<file path="src/sv/gcrt_pkg.sv">
// ----------------------------------------------------------------------------
// gcrt_pkg
// Shared constants, types and the CORDIC arctangent table for the tracer.
// ----------------------------------------------------------------------------
`timescale 1ns / 1ps
`default_nettype none

package gcrt_pkg;

  localparam int MAP_SIDE     = 64;
  localparam int FRAC_BITS    = 10;
  localparam int CORDIC_STEPS = 16;
  localparam int ANGLE_ENTRIES = 24;
  localparam int MAX_CELLS    = 64;

  localparam int CNT_W  = $clog2(MAX_CELLS);
  localparam int SIDE_W = 7;
  localparam int POS_W  = 18;   // signed position, Q6.10 plus sign and overflow
  localparam int MAG_W  = 32;   // CORDIC magnitude width
  localparam int IDX_W  = $clog2(CORDIC_STEPS + 1);

  // register indexes
  localparam logic [1:0] REG_MAP_WIDTH  = 2'd0;
  localparam logic [1:0] REG_MAP_HEIGHT = 2'd1;

  typedef enum logic [2:0] {
    ST_IDLE,
    ST_ROT,
    ST_DIV,
    ST_CHECK,
    ST_WALK
  } state_e;

  // arctangent of 2^-i in units of 2^-32 turn
  function automatic logic [31:0] turn_atan(input logic [IDX_W-1:0] i);
    logic [31:0] t;
    case (i)
      5'd0:  t = 32'd536870912;
      5'd1:  t = 32'd316933406;
      5'd2:  t = 32'd167458907;
      5'd3:  t = 32'd85004756;
      5'd4:  t = 32'd42667331;
      5'd5:  t = 32'd21354465;
      5'd6:  t = 32'd10679838;
      5'd7:  t = 32'd5340245;
      5'd8:  t = 32'd2670163;
      5'd9:  t = 32'd1335087;
      5'd10: t = 32'd667544;
      5'd11: t = 32'd333772;
      5'd12: t = 32'd166886;
      5'd13: t = 32'd83443;
      5'd14: t = 32'd41722;
      5'd15: t = 32'd20861;
      5'd16: t = 32'd10430;
      5'd17: t = 32'd5215;
      5'd18: t = 32'd2608;
      5'd19: t = 32'd1304;
      5'd20: t = 32'd652;
      5'd21: t = 32'd326;
      5'd22: t = 32'd163;
      5'd23: t = 32'd81;
      default: t = 32'd0;
    endcase
    return t;
  endfunction

endpackage

`default_nettype wire

</file>
<file path="src/sv/gcrt_cordic.sv">
// ----------------------------------------------------------------------------
// gcrt_cordic
// Iterative rotation-mode CORDIC, one micro-rotation per cycle.
// ----------------------------------------------------------------------------
`timescale 1ns / 1ps
`default_nettype none

module gcrt_cordic import gcrt_pkg::*; (
  input  wire logic             clk_i,
  input  wire logic             rst_ni,
  input  wire logic             start_i,
  input  wire logic [13:0]      r_i,
  output logic                  done_o,
  output logic [MAG_W-1:0]      cos_o,
  output logic [MAG_W-1:0]      sin_o
);

  logic signed [33:0] x_q, x_d, y_q, y_d;
  logic signed [32:0] z_q, z_d;
  logic [IDX_W-1:0]   idx_q, idx_d;
  logic               busy_q, busy_d, done_q, done_d;
  logic signed [33:0] dx, dy;
  logic signed [32:0] ang;

  // one micro-rotation
  always_comb begin
    dx     = x_q;
    dy     = y_q;
    dx     = y_q >>> idx_q;
    dy     = x_q >>> idx_q;
    ang    = $signed({1'b0, turn_atan(idx_q)});
    x_d    = x_q;
    y_d    = y_q;
    z_d    = z_q;
    idx_d  = idx_q;
    busy_d = busy_q;
    done_d = 1'b0;
    if (start_i) begin
      x_d    = 34'sd1 <<< 30;
      y_d    = '0;
      z_d    = $signed({3'b0, r_i, 16'b0});
      idx_d  = '0;
      busy_d = (r_i != 14'd0);
      done_d = (r_i == 14'd0);
    end else if (busy_q) begin
      if (!z_q[32]) begin
        x_d = x_q - dx;
        y_d = y_q + dy;
        z_d = z_q - ang;
      end else begin
        x_d = x_q + dx;
        y_d = y_q - dy;
        z_d = z_q + ang;
      end
      idx_d = idx_q + 1'b1;
      if (idx_q == IDX_W'(CORDIC_STEPS - 1)) begin
        busy_d = 1'b0;
        done_d = 1'b1;
      end
    end
  end

  always_ff @(posedge clk_i or negedge rst_ni) begin
    if (!rst_ni) begin
      busy_q <= 1'b0;
      done_q <= 1'b0;
      idx_q  <= '0;
    end else begin
      busy_q <= busy_d;
      done_q <= done_d;
      idx_q  <= idx_d;
    end
  end

  always_ff @(posedge clk_i) begin
    x_q <= x_d;
    y_q <= y_d;
    z_q <= z_d;
  end

  // negatives clamp to zero
  assign done_o = done_q;
  assign cos_o  = x_q[33] ? '0 : x_q[MAG_W-1:0];
  assign sin_o  = y_q[33] ? '0 : y_q[MAG_W-1:0];

endmodule

`default_nettype wire

</file>
<file path="src/sv/gcrt_div.sv">
// ----------------------------------------------------------------------------
// gcrt_div
// Restoring divider for the Q0.16 slope, one quotient bit per cycle.
// ----------------------------------------------------------------------------
`timescale 1ns / 1ps
`default_nettype none

module gcrt_div import gcrt_pkg::*; (
  input  wire logic             clk_i,
  input  wire logic             rst_ni,
  input  wire logic             start_i,
  input  wire logic [MAG_W-1:0] num_i,
  input  wire logic [MAG_W-1:0] den_i,
  output logic                  done_o,
  output logic [15:0]           quo_o
);

  logic [MAG_W:0]   rem_q, rem_d, den_q, den_d;
  logic [15:0]      quo_q, quo_d;
  logic [4:0]       cnt_q, cnt_d;
  logic             busy_q, busy_d, done_q, done_d;
  logic [MAG_W:0]   shl;

  always_comb begin
    shl    = {rem_q[MAG_W-1:0], 1'b0};
    rem_d  = rem_q;
    den_d  = den_q;
    quo_d  = quo_q;
    cnt_d  = cnt_q;
    busy_d = busy_q;
    done_d = 1'b0;
    if (start_i) begin
      rem_d = {1'b0, num_i};
      den_d = {1'b0, den_i};
      quo_d = 16'hFFFF;
      cnt_d = '0;
      // zero divisor or quotient of one or more saturates
      if (den_i == '0 || num_i >= den_i) begin
        done_d = 1'b1;
      end else begin
        busy_d = 1'b1;
      end
    end else if (busy_q) begin
      if (shl >= den_q) begin
        rem_d = shl - den_q;
        quo_d = {quo_q[14:0], 1'b1};
      end else begin
        rem_d = shl;
        quo_d = {quo_q[14:0], 1'b0};
      end
      cnt_d = cnt_q + 1'b1;
      if (cnt_q == 5'd15) begin
        busy_d = 1'b0;
        done_d = 1'b1;
      end
    end
  end

  always_ff @(posedge clk_i or negedge rst_ni) begin
    if (!rst_ni) begin
      busy_q <= 1'b0;
      done_q <= 1'b0;
      cnt_q  <= '0;
    end else begin
      busy_q <= busy_d;
      done_q <= done_d;
      cnt_q  <= cnt_d;
    end
  end

  always_ff @(posedge clk_i) begin
    rem_q <= rem_d;
    den_q <= den_d;
    quo_q <= quo_d;
  end

  assign done_o = done_q;
  assign quo_o  = quo_q;

endmodule

`default_nettype wire

</file>
<file path="src/sv/grid_ray_cell_tracer_core.sv">
// ----------------------------------------------------------------------------
// grid_ray_cell_tracer_core
// Traces a ray over a grid and lists the visited cell indexes.
// ----------------------------------------------------------------------------
//  channel | signals                                    | dir
//  in      | in_valid_i, in_stall_o, start_col/row, hdg | request in
//  out     | out_valid_o, out_stall_i, cell_index, last | request out
//  cfg     | cfg_we_i, cfg_index_i, cfg_data_i          | write only
//
//  Per request: accept, CORDIC, divider and start check in that order, then one
//  cell per cycle (up to 64) from the walker while the output is not stalled.
//  Output stalls hold the walker; input is stalled until the walk ends.
//  Reset sets both map dimensions to 64.
// ----------------------------------------------------------------------------
`timescale 1ns / 1ps
`default_nettype none

module grid_ray_cell_tracer_core import gcrt_pkg::*; (
  input  wire logic              clk_i,
  input  wire logic              rst_ni,
  input  wire logic              cfg_we_i,
  input  wire logic [1:0]        cfg_index_i,
  input  wire logic [SIDE_W-1:0] cfg_data_i,
  input  wire logic              in_valid_i,
  output logic                   in_stall_o,
  input  wire logic [15:0]       start_col_i,
  input  wire logic [15:0]       start_row_i,
  input  wire logic [15:0]       heading_i,
  output logic                   out_valid_o,
  input  wire logic              out_stall_i,
  output logic [11:0]            cell_index_o,
  output logic                   last_cell_o
);

  state_e state_q, state_d;

  logic [SIDE_W-1:0] wreg_q, hreg_q, w, ht;
  logic [15:0]       hdg_q;
  logic signed [POS_W-1:0] pc_q, pr_q, pc_n, pr_n;
  logic [17:0]       err_q, err_sum;
  logic [15:0]       ratio_q;
  logic [CNT_W-1:0]  cnt_q;
  logic              out_valid_q, last_q;
  logic [11:0]       cell_q;

  logic              in_acc, cor_done, div_done, x_major, cpos, rpos;
  logic              cur_out, nxt_out, out_free, last_n, minor_mv;
  logic [1:0]        q;
  logic [13:0]       r;
  logic [MAG_W-1:0]  cs, sn, mag_s, mag_c, minor, major;
  logic [15:0]       quo;
  logic [POS_W-1:0]  wlim, hlim;
  logic [11:0]       cell_n;

  // configuration registers
  always_ff @(posedge clk_i or negedge rst_ni) begin
    if (!rst_ni) begin
      wreg_q <= SIDE_W'(MAP_SIDE);
      hreg_q <= SIDE_W'(MAP_SIDE);
    end else if (cfg_we_i) begin
      if (cfg_index_i == REG_MAP_WIDTH) wreg_q <= cfg_data_i;
      if (cfg_index_i == REG_MAP_HEIGHT) hreg_q <= cfg_data_i;
    end
  end

  // clamp dimensions to 1..MAP_SIDE
  always_comb begin
    w  = (wreg_q == '0) ? SIDE_W'(1) : (wreg_q > SIDE_W'(MAP_SIDE)) ? SIDE_W'(MAP_SIDE) : wreg_q;
    ht = (hreg_q == '0) ? SIDE_W'(1) : (hreg_q > SIDE_W'(MAP_SIDE)) ? SIDE_W'(MAP_SIDE) : hreg_q;
    wlim = POS_W'({w, {FRAC_BITS{1'b0}}});
    hlim = POS_W'({ht, {FRAC_BITS{1'b0}}});
  end

  assign in_acc = in_valid_i && !in_stall_o;
  assign q      = hdg_q[15:14];
  assign r      = hdg_q[13:0];
  assign cpos   = (hdg_q < 16'd16384) || (hdg_q > 16'd49152);
  assign rpos   = (hdg_q != 16'd0) && (hdg_q < 16'd32768);
  assign x_major = q[0] ? (r > 14'd8192) : (r < 14'd8192);

  gcrt_cordic u_cordic (
    .clk_i   (clk_i),
    .rst_ni  (rst_ni),
    .start_i (in_acc),
    .r_i     (heading_i[13:0]),
    .done_o  (cor_done),
    .cos_o   (cs),
    .sin_o   (sn)
  );

  // axis selection
  always_comb begin
    mag_s = q[0] ? cs : sn;
    mag_c = q[0] ? sn : cs;
    minor = x_major ? mag_s : mag_c;
    major = x_major ? mag_c : mag_s;
  end

  gcrt_div u_div (
    .clk_i   (clk_i),
    .rst_ni  (rst_ni),
    .start_i (cor_done),
    .num_i   (minor),
    .den_i   (major),
    .done_o  (div_done),
    .quo_o   (quo)
  );

  // walker: current cell and next position
  always_comb begin
    cur_out  = pc_q[POS_W-1] || pr_q[POS_W-1] ||
               ($unsigned(pc_q) >= wlim) || ($unsigned(pr_q) >= hlim);
    cell_n   = 12'(({6'b0, pr_q[FRAC_BITS +: 6]} * {5'b0, w}) + {6'b0, pc_q[FRAC_BITS +: 6]});
    err_sum  = err_q + {2'b0, ratio_q};
    minor_mv = err_sum > 18'd65536;
    pc_n = pc_q;
    pr_n = pr_q;
    if (x_major) begin
      pc_n = cpos ? pc_q + POS_W'(1 << FRAC_BITS) : pc_q - POS_W'(1 << FRAC_BITS);
      if (minor_mv) pr_n = rpos ? pr_q + POS_W'(1 << FRAC_BITS) : pr_q - POS_W'(1 << FRAC_BITS);
    end else begin
      pr_n = rpos ? pr_q + POS_W'(1 << FRAC_BITS) : pr_q - POS_W'(1 << FRAC_BITS);
      if (minor_mv) pc_n = cpos ? pc_q + POS_W'(1 << FRAC_BITS) : pc_q - POS_W'(1 << FRAC_BITS);
    end
    nxt_out  = pc_n[POS_W-1] || pr_n[POS_W-1] ||
               ($unsigned(pc_n) >= wlim) || ($unsigned(pr_n) >= hlim);
    last_n   = nxt_out || (cnt_q == CNT_W'(MAX_CELLS - 1));
    out_free = !out_valid_q || !out_stall_i;
  end

  // next state
  always_comb begin
    state_d = state_q;
    case (state_q)
      ST_IDLE:  if (in_acc) state_d = ST_ROT;
      ST_ROT:   if (cor_done) state_d = ST_DIV;
      ST_DIV:   if (div_done) state_d = ST_CHECK;
      ST_CHECK: state_d = cur_out ? ST_IDLE : ST_WALK;
      ST_WALK:  if (out_free && last_n) state_d = ST_IDLE;
      default:  state_d = ST_IDLE;
    endcase
  end

  // handshake outputs
  always_comb begin
    in_stall_o = (state_q != ST_IDLE);
  end

  always_ff @(posedge clk_i or negedge rst_ni) begin
    if (!rst_ni) begin
      state_q     <= ST_IDLE;
      out_valid_q <= 1'b0;
      cnt_q       <= '0;
    end else begin
      state_q <= state_d;
      if (state_q == ST_WALK && out_free) begin
        out_valid_q <= 1'b1;
        cnt_q       <= cnt_q + 1'b1;
      end else begin
        if (!out_stall_i) out_valid_q <= 1'b0;
        if (state_q == ST_CHECK) cnt_q <= '0;
      end
    end
  end

  // datapath registers
  always_ff @(posedge clk_i) begin
    if (in_acc) begin
      hdg_q <= heading_i;
      pc_q  <= POS_W'(start_col_i);
      pr_q  <= POS_W'(start_row_i);
    end
    if (div_done) begin
      ratio_q <= quo;
      err_q   <= 18'({(x_major ? pr_q[FRAC_BITS-1:0] : pc_q[FRAC_BITS-1:0]),
                      {(16 - FRAC_BITS){1'b0}}});
    end
    if (state_q == ST_WALK && out_free) begin
      cell_q <= cell_n;
      last_q <= last_n;
      pc_q   <= pc_n;
      pr_q   <= pr_n;
      err_q  <= minor_mv ? err_sum - 18'd65536 : err_sum;
    end
  end

  assign out_valid_o  = out_valid_q;
  assign cell_index_o = cell_q;
  assign last_cell_o  = last_q;

endmodule

`default_nettype wire
</file>
<file path="config.mk">
export PLATFORM = sky130hd
export DESIGN_NAME = grid_ray_cell_tracer_core
export DESIGN_NICKNAME = d
export VERILOG_FILES = /design/src/sv/gcrt_pkg.sv /design/src/sv/gcrt_cordic.sv /design/src/sv/gcrt_div.sv /design/src/sv/grid_ray_cell_tracer_core.sv
export SDC_FILE = /design/constraint.sdc
export NUM_CORES = 2
export LEC_CHECK = 0
export ABC_CLOCK_PERIOD_IN_PS = 5850
export BUFFER_PORTS_ARGS = -buffer_cell sky130_fd_sc_hd__buf_2
export CAP_MARGIN = 40
export CELL_PAD_IN_SITES_DETAIL_PLACEMENT = 1
export CELL_PAD_IN_SITES_GLOBAL_PLACEMENT = 2
export CORE_AREA = 2 2 293 295
export DETAILED_ROUTE_END_ITERATION = 7
export DIE_AREA = 0 0 295 297
export PLACE_DENSITY_LB_ADDON = 0.2
export RECOVER_POWER = 25
export SYNTH_ARGS = -nofsm -noshare
export SYNTH_HDL_FRONTEND = slang
export SYNTH_SLANG_ARGS = --single-unit
export TNS_END_PERCENT = 1
</file>
<file path="constraint.sdc">
create_clock -name clk_i -period 5.85 [get_ports clk_i]
set_input_delay 0.585 -clock clk_i [delete_from_list [all_inputs] [get_ports clk_i]]
set_output_delay 0.585 -clock clk_i [all_outputs]
set_load 0.01 [all_outputs]
</file>
## Word-level counts from Yosys, hierarchy flattened

Memories as Yosys holds them, arrays and structs flattened.
Cells that the tools add are included.
Widths: inputs -> output; s select.

- Register bits: 318
- Bits in read-only memories: 960
- Input port bits: 62
- Output and inout port bits: 15
- Memories: 1

- $add $sub $neg: 17
- Multipliers: 1
- Magnitude comparators: 14
- Eq/ne operators: 14
- Shifts and indexed selects: 2
- Mux-type cells: 62
- Reduce and logical (&&, ||, !) cells: 34

Memories:

| name | depth | width | rd ports | clocked after memory_dff | wr ports | line | text |
|---|---|---|---|---|---|---|---|
| (no name shown) | 32 | 30 | 1 | 0 | 0 | gcrt_pkg.sv:37 | `case (i)` |

Operators by type and width:

| cell | count |
|---|---|
| $mux 32 | 9 |
| $mux 18 | 13 |
| $ge 18x17->1 | 4 |
| $add 34x34->34 | 2 |
| $mux 34 | 2 |
| $sshr 34x5->34 | 2 |
| $sub 34x34->34 | 2 |
| $mux 30 | 2 |
| $add 18x12->18 const B | 2 |
| $sub 18x12->18 const B | 2 |
| $add 33x33->33 | 1 |
| $ge 33x32->1 | 1 |
| $mux 33 | 1 |
| $sub 33x33->33 | 1 |
| $ge 32x32->1 | 1 |
| $logic_not 32->1 | 1 |
| $sub 32x32->32 | 1 |
| $mux 7 | 4 |
| $mux 5 | 4 |
| $add 18x16->18 | 1 |
| $gt 18x17->1 const B | 1 |
| $mux 1 | 18 |
| $sub 18x17->18 const B | 1 |
| $gt 16x16->1 const B | 1 |
| other kinds (34) | 67 |

## Depth between registers and ports, before layout

- Depth in word-level cells: 12
- Mapped depth: 32
- Depth with buffers taken out: 24

## Modules after synthesis

Synthesis repeated with hierarchy kept, for this count alone.

- Cell total of the unflattened synthesis: 3525
- Area, all modules: 31706.7 um^2

By module, submodules not included:

| module | times used | cells each | area an instance (um^2) | sequential area each (um^2) |
|---|---|---|---|---|
| gcrt_cordic | 1 | 1999 | 15929.0 | 2337.2 |
| grid_ray_cell_tracer_core | 1 | 861 | 9349.0 | 3575.9 |
| gcrt_div | 1 | 665 | 6428.7 | 2417.3 |

## Worst setup path after synthesis

Ideal clock, no wire load.

- Kind: reg2reg
- From: register u_cordic.idx_q[0]
- To: register u_cordic.z_q[26] (data pin)
- Arrival: 5846 ps
- Data required time: 5593 ps
- Path slack: -253 ps
- Cell stages (with the launch flop): 29
- Clock period less this slack: 6103 ps
- Cells stage by stage: dfrtp_1 buf_4 buf_6 inv_1 buf_2 buf_4 buf_2 ha_1 clkbuf_1 nand2_1 a21oi_1 nor2_1 o21ai_0 and2_1 and3_1 nand2_1 nor3b_1 nor2_2 xor2_1 ha_1 and3_1 nand4_1 o21ai_0 a2111oi_0 o2111a_1 nor2_1 a21o_1 or2_2 a32o_1

- Word-level cells in the longest chain between the ends: 5
- Elaborated cells between the ends (all ways): 6
- Classes of those cells: add/sub: 2; mux: 3; memory: 1

RTL lines:

| element | line | text |
|---|---|---|
| from (decl) | gcrt_cordic.sv:20 | `logic [IDX_W-1:0] idx_q, idx_d;` |
| from (signal assigned) | gcrt_cordic.sv:71 | `idx_q <= idx_d;` |
| $mem_v2 32x30 (*) | -- |  |
| $sub 33x33->33 / $add 33x33->33 (equally long branches) | gcrt_cordic.sv:49, gcrt_cordic.sv:53 |  |
| $mux 33 (*) | gcrt_cordic.sv:46 | `if (!z_q[32]) begin` |
| $mux 30 (*) | gcrt_cordic.sv:45 | `end else if (busy_q) begin` |
| $mux 30 (*) | gcrt_cordic.sv:38 | `if (start_i) begin` |
| named net u_cordic.z_d[26] | gcrt_cordic.sv:19 | `logic signed [32:0] z_q, z_d;` |
| to (signal assigned) | gcrt_cordic.sv:78 | `z_q <= z_d;` |
| to (decl) | gcrt_cordic.sv:19 |  |

The timed path passes the listed nets; every way through them passes the cells marked *. The select of a mux whose other input is x is not followed.
A chain may end at the register's enable or synchronous reset.

## Worst setup path in the final report

- From: register u_cordic.idx_q[1]
- To: register u_cordic.y_q[33]

- Word-level cells in the longest chain between the ends: 3
- Elaborated cells between the ends (all ways): 4
- Classes of those cells: add/sub: 2; shift: 1; mux: 1

RTL lines:

| element | line | text |
|---|---|---|
| $sshr 34x5->34 (*) | gcrt_cordic.sv:30 | `dy = x_q >>> idx_q;` |
| $add 34x34->34 / $sub 34x34->34 (equally long branches) | gcrt_cordic.sv:48, gcrt_cordic.sv:52 |  |
| $mux 34 (*) | gcrt_cordic.sv:46 |  |
| to (signal assigned) | gcrt_cordic.sv:77 | `y_q <= y_d;` |
| to (decl) | gcrt_cordic.sv:18 | `logic signed [33:0] x_q, x_d, y_q, y_d;` |

Mark *: on every way between the ends. The rest lies on a longest branch, timed or not.

==> run metrics <==
synthesized-area fraction occupied by and/or/nand/nor cells=17.9%; # setup viols final=0; gpl congestion=0.941; aggregate global routing overflow=0; router iterations before antenna repair=5; CTS root buf=clkbuf_16; Primary FF master, synth=edfxtp_1; Hold Fails Final Rpt=0; failing checks=capacitance limit, slew limit; status=complete, but fails checks; Std-Cell Rows=107; Netlist cell types=94; post-synthesis xor/xnor area fraction=6.57%; largest family of logic cells by synthesized area=compound AO/OA/AOI/OAI gates; CP max FO=16; critical path arrival=6390 ps; Async SR Flop Fraction=11.9%; largest net degree at the start of global routing=64; # DRC=0; Synth Area in Compound Gates=19.8%; post-synthesis adder-cell area fraction=12.5%; CTS H-tree lvls=2; I/O Pins=77; CTS tree=yes; Pins Over Slew Limit=59; post-route ant nets=0; area of the core=0.0845 mm2; clock buffers created by TritonCTS=42; DIE AREA=0.0876 mm2; Hold Crit Class=in -> reg; crit share post-route=99.9%; RSZ-0062 raised after global routing=yes; Die H=297 um; Max-cap violations=2; Seq/Total Area, Yosys=26.9%; Longest Clk Path Bufs=3; initial DRC count=1784; Starting Density=36.6%; initial antenna violation count=2; Least-Margin Pin Slew=2130 ps; clock skew=27.1 ps; CP startpoint kind=flop; CP endpoint kind=flop; vias in the first global route=30477; IO buf count=76; Synth warnings=0; Post-Syn Area=0.0309 mm2; cell count after synthesis=3599; Crit Path Class=reg -> reg; diode count=0; area grow syn2layout=18.0%; CTS clk-pin slew, worst paths=60 ps; mux share of post-synthesis cell area=11.5%; Nets=4238; Post-synth EDFFs=177; syn_nets=3952; vias per std cell=5.73; insertion delay to the later sink of the worst-skew pair=610 ps; Total Routing Usage GR=27.2%; fin area=0.0365 mm2; Worst EP required=6390 ps; synthesized area per cell=8.60 um2; first-pass GRT wire length=186000 um; clk sink count=318; Rel. slew slack=-42.0%; Die Span X=295 um; Max Clk Rate=171 MHz; Tmin final=5840 ps; final WL=121000 um; placed inst area=0.0345 mm2; layout cells sized above 1=17.8%; WL/cell=23.8 um; via count=29013; Final HPWL DP=94800 um; FF+latch count, synth=318
## routing by layer
layer  global-route usage [%]  wire length (um)
met1                     37.1             54800
met2                     44.9             56200
met3                     3.18              5540
met4                     8.13              4020
met5                        0                11
## cells in the final DEF (no fill, tap or decap), types with 32 or more instances in the layout
master,instances
nand3_1,61
a21o_1,98
nand2_1,359
clkbuf_16,43
and2_1,60
nand2b_1,66
nand4_1,37
nor2_1,302
nor2b_1,73
dfxtp_1,102
buf_2,57
inv_1,195
o21a_1,43
o21ai_0,204
mux4_2,66
mux2_2,61
edfxtp_1,177
a21oi_1,273
ha_1,259
mux2i_1,133
and3_1,33
xnor2_1,140
buf_4,320
a31oi_1,53
a211oi_1,32
nor3_1,56
xor2_1,91
## logic make-up (layout without fill, tap and decap cells)
logic type | Yosys count | count (layout)
AOI/OAI and AO/OA | 961 | 961
muxes | 264 | 264
DFF | 318 | 318
and+or+nand+nor | 1159 | 1159
adders and majority gates | 291 | 291
buffers and inverters | 374 | 692
xor gates and xnor gates | 232 | 232
## sequential cells by signal, summed over array words and instances, names as in the netlist, 7 cells and up
name / count
u_cordic.x_q: 34
u_cordic.y_q: 34
u_cordic.z_q: 33
u_div.den_q: 32
u_div.rem_q: 32
err_q: 18
pc_q: 18
pr_q: 18
hdg_q: 16
ratio_q: 16
u_div.quo_o: 16
cell_index_o: 12
hreg_q: 7
wreg_q: 7
## worst paths after layout
| kind | end | from | slack, ps | cells past startpoint |
|---|---|---|---|---|
| setup / recovery | u_cordic.y_q[33]$_SDFFE_PP0P_ | u_cordic.idx_q[1]$_DFFE_PN0P_ | 5 | 24 |
| max in group asynchronous | u_cordic.idx_q[0]$_DFFE_PN0P_ | rst_ni | 2730 | 3 |
| min in group asynchronous | hreg_q[0]$_DFFE_PN0P_ | rst_ni | 460 | 2 |
| hold / removal | hdg_q[14]$_DFFE_PP_ | heading_i[14] | 160 | 1 |
| setup reg to reg | u_cordic.y_q[33]$_SDFFE_PP0P_ | u_cordic.idx_q[1]$_DFFE_PN0P_ | 5 | 24 |
| hold reg to reg | ratio_q[15]$_DFFE_PP_ | u_div.quo_o[15]$_SDFFE_PP1P_ | 450 | 0 |
## final cells by class
type,instances,area (um2)
inverter,200,753
clock inverter,26,337
fill,9901,48000
tap,1144,1430
timing repair buffer,416,3050
sequential,318,8350
multi-input combinational,2907,21500
clock buffer,50,1110
## worst max-delay path: stages, from the launching register on
cell      delay (ps)
dfrtp_4          480
buf_4            140
buf_12           160
mux4_2           550
mux2i_1          300
nor2_1            90
or3_4            420
nor4b_4          300
nand4_1          250
nor2b_1          210
buf_4            170
a31oi_1          100
xnor2_1          170
ha_1             230
a21o_1           190
a21o_1           190
a21o_1           200
a21oi_1          140
o21ai_0          120
or3_1            390
o211ai_1         300
nand3_2          160
a211o_1          280
o311a_1          110
nand4_1           90
## synth_stat cells (31+ instances only)
| master | n | area share, % |
|---|---|---|
| dfxtp_1 | 103 | 6.7 |
| a21o_1 | 98 | 2.4 |
| mux4_2 | 66 | 4.8 |
| nor2b_1 | 74 | 1.5 |
| o21ai_0 | 212 | 3.4 |
| a211oi_1 | 37 | 0.90 |
| xnor2_1 | 140 | 4.0 |
| buf_2 | 31 | 0.50 |
| and2_1 | 62 | 1.3 |
| a31oi_1 | 55 | 1.1 |
| mux2i_1 | 136 | 4.4 |
| and3_1 | 36 | 0.73 |
| a21oi_1 | 280 | 4.5 |
| nand3_1 | 62 | 1.0 |
| nand4_1 | 37 | 0.75 |
| ha_1 | 261 | 11 |
| clkbuf_1 | 108 | 1.3 |
| o21a_1 | 44 | 1.1 |
| nand2_1 | 360 | 4.4 |
| dfrtp_1 | 36 | 2.9 |
| inv_1 | 195 | 2.4 |
| nor3_1 | 58 | 0.94 |
| nor2_1 | 307 | 3.7 |
| mux2_2 | 62 | 2.3 |
| edfxtp_1 | 177 | 17 |
| xor2_1 | 92 | 2.6 |
| nand2b_1 | 66 | 1.3 |
## per-stage QoR
step	util [%]	setup slack, ps	cells	TNS (ps)	hold slack (ps)
2_1_floorplan	-	76.8	3599	0	289
3_3_place_gp	40.8	-155	4954	-278	422
3_5_place_dp	40.9	-322	4960	-799	429
4_1_cts	42.7	-21.1	5039	-21.1	121
5_1_grt	43.2	-201	5061	-1460	146
6_report	43.2	5.34	5061	0	155
## what timing repair did
action | CTS | global route
setup buffers | 2 | 21
gates cloned | 0 | 1
hold buffers | 1 | 0
setup endpoints to repair | 9 | 35
pin swaps | 2 | 19
hold endpoints to repair | 6 | 0
resized for setup | 16 | 66
Power is left out: the tool's default activity adds up to more than one toggle a clock period on the data nets, which glitch-free logic cannot reach.
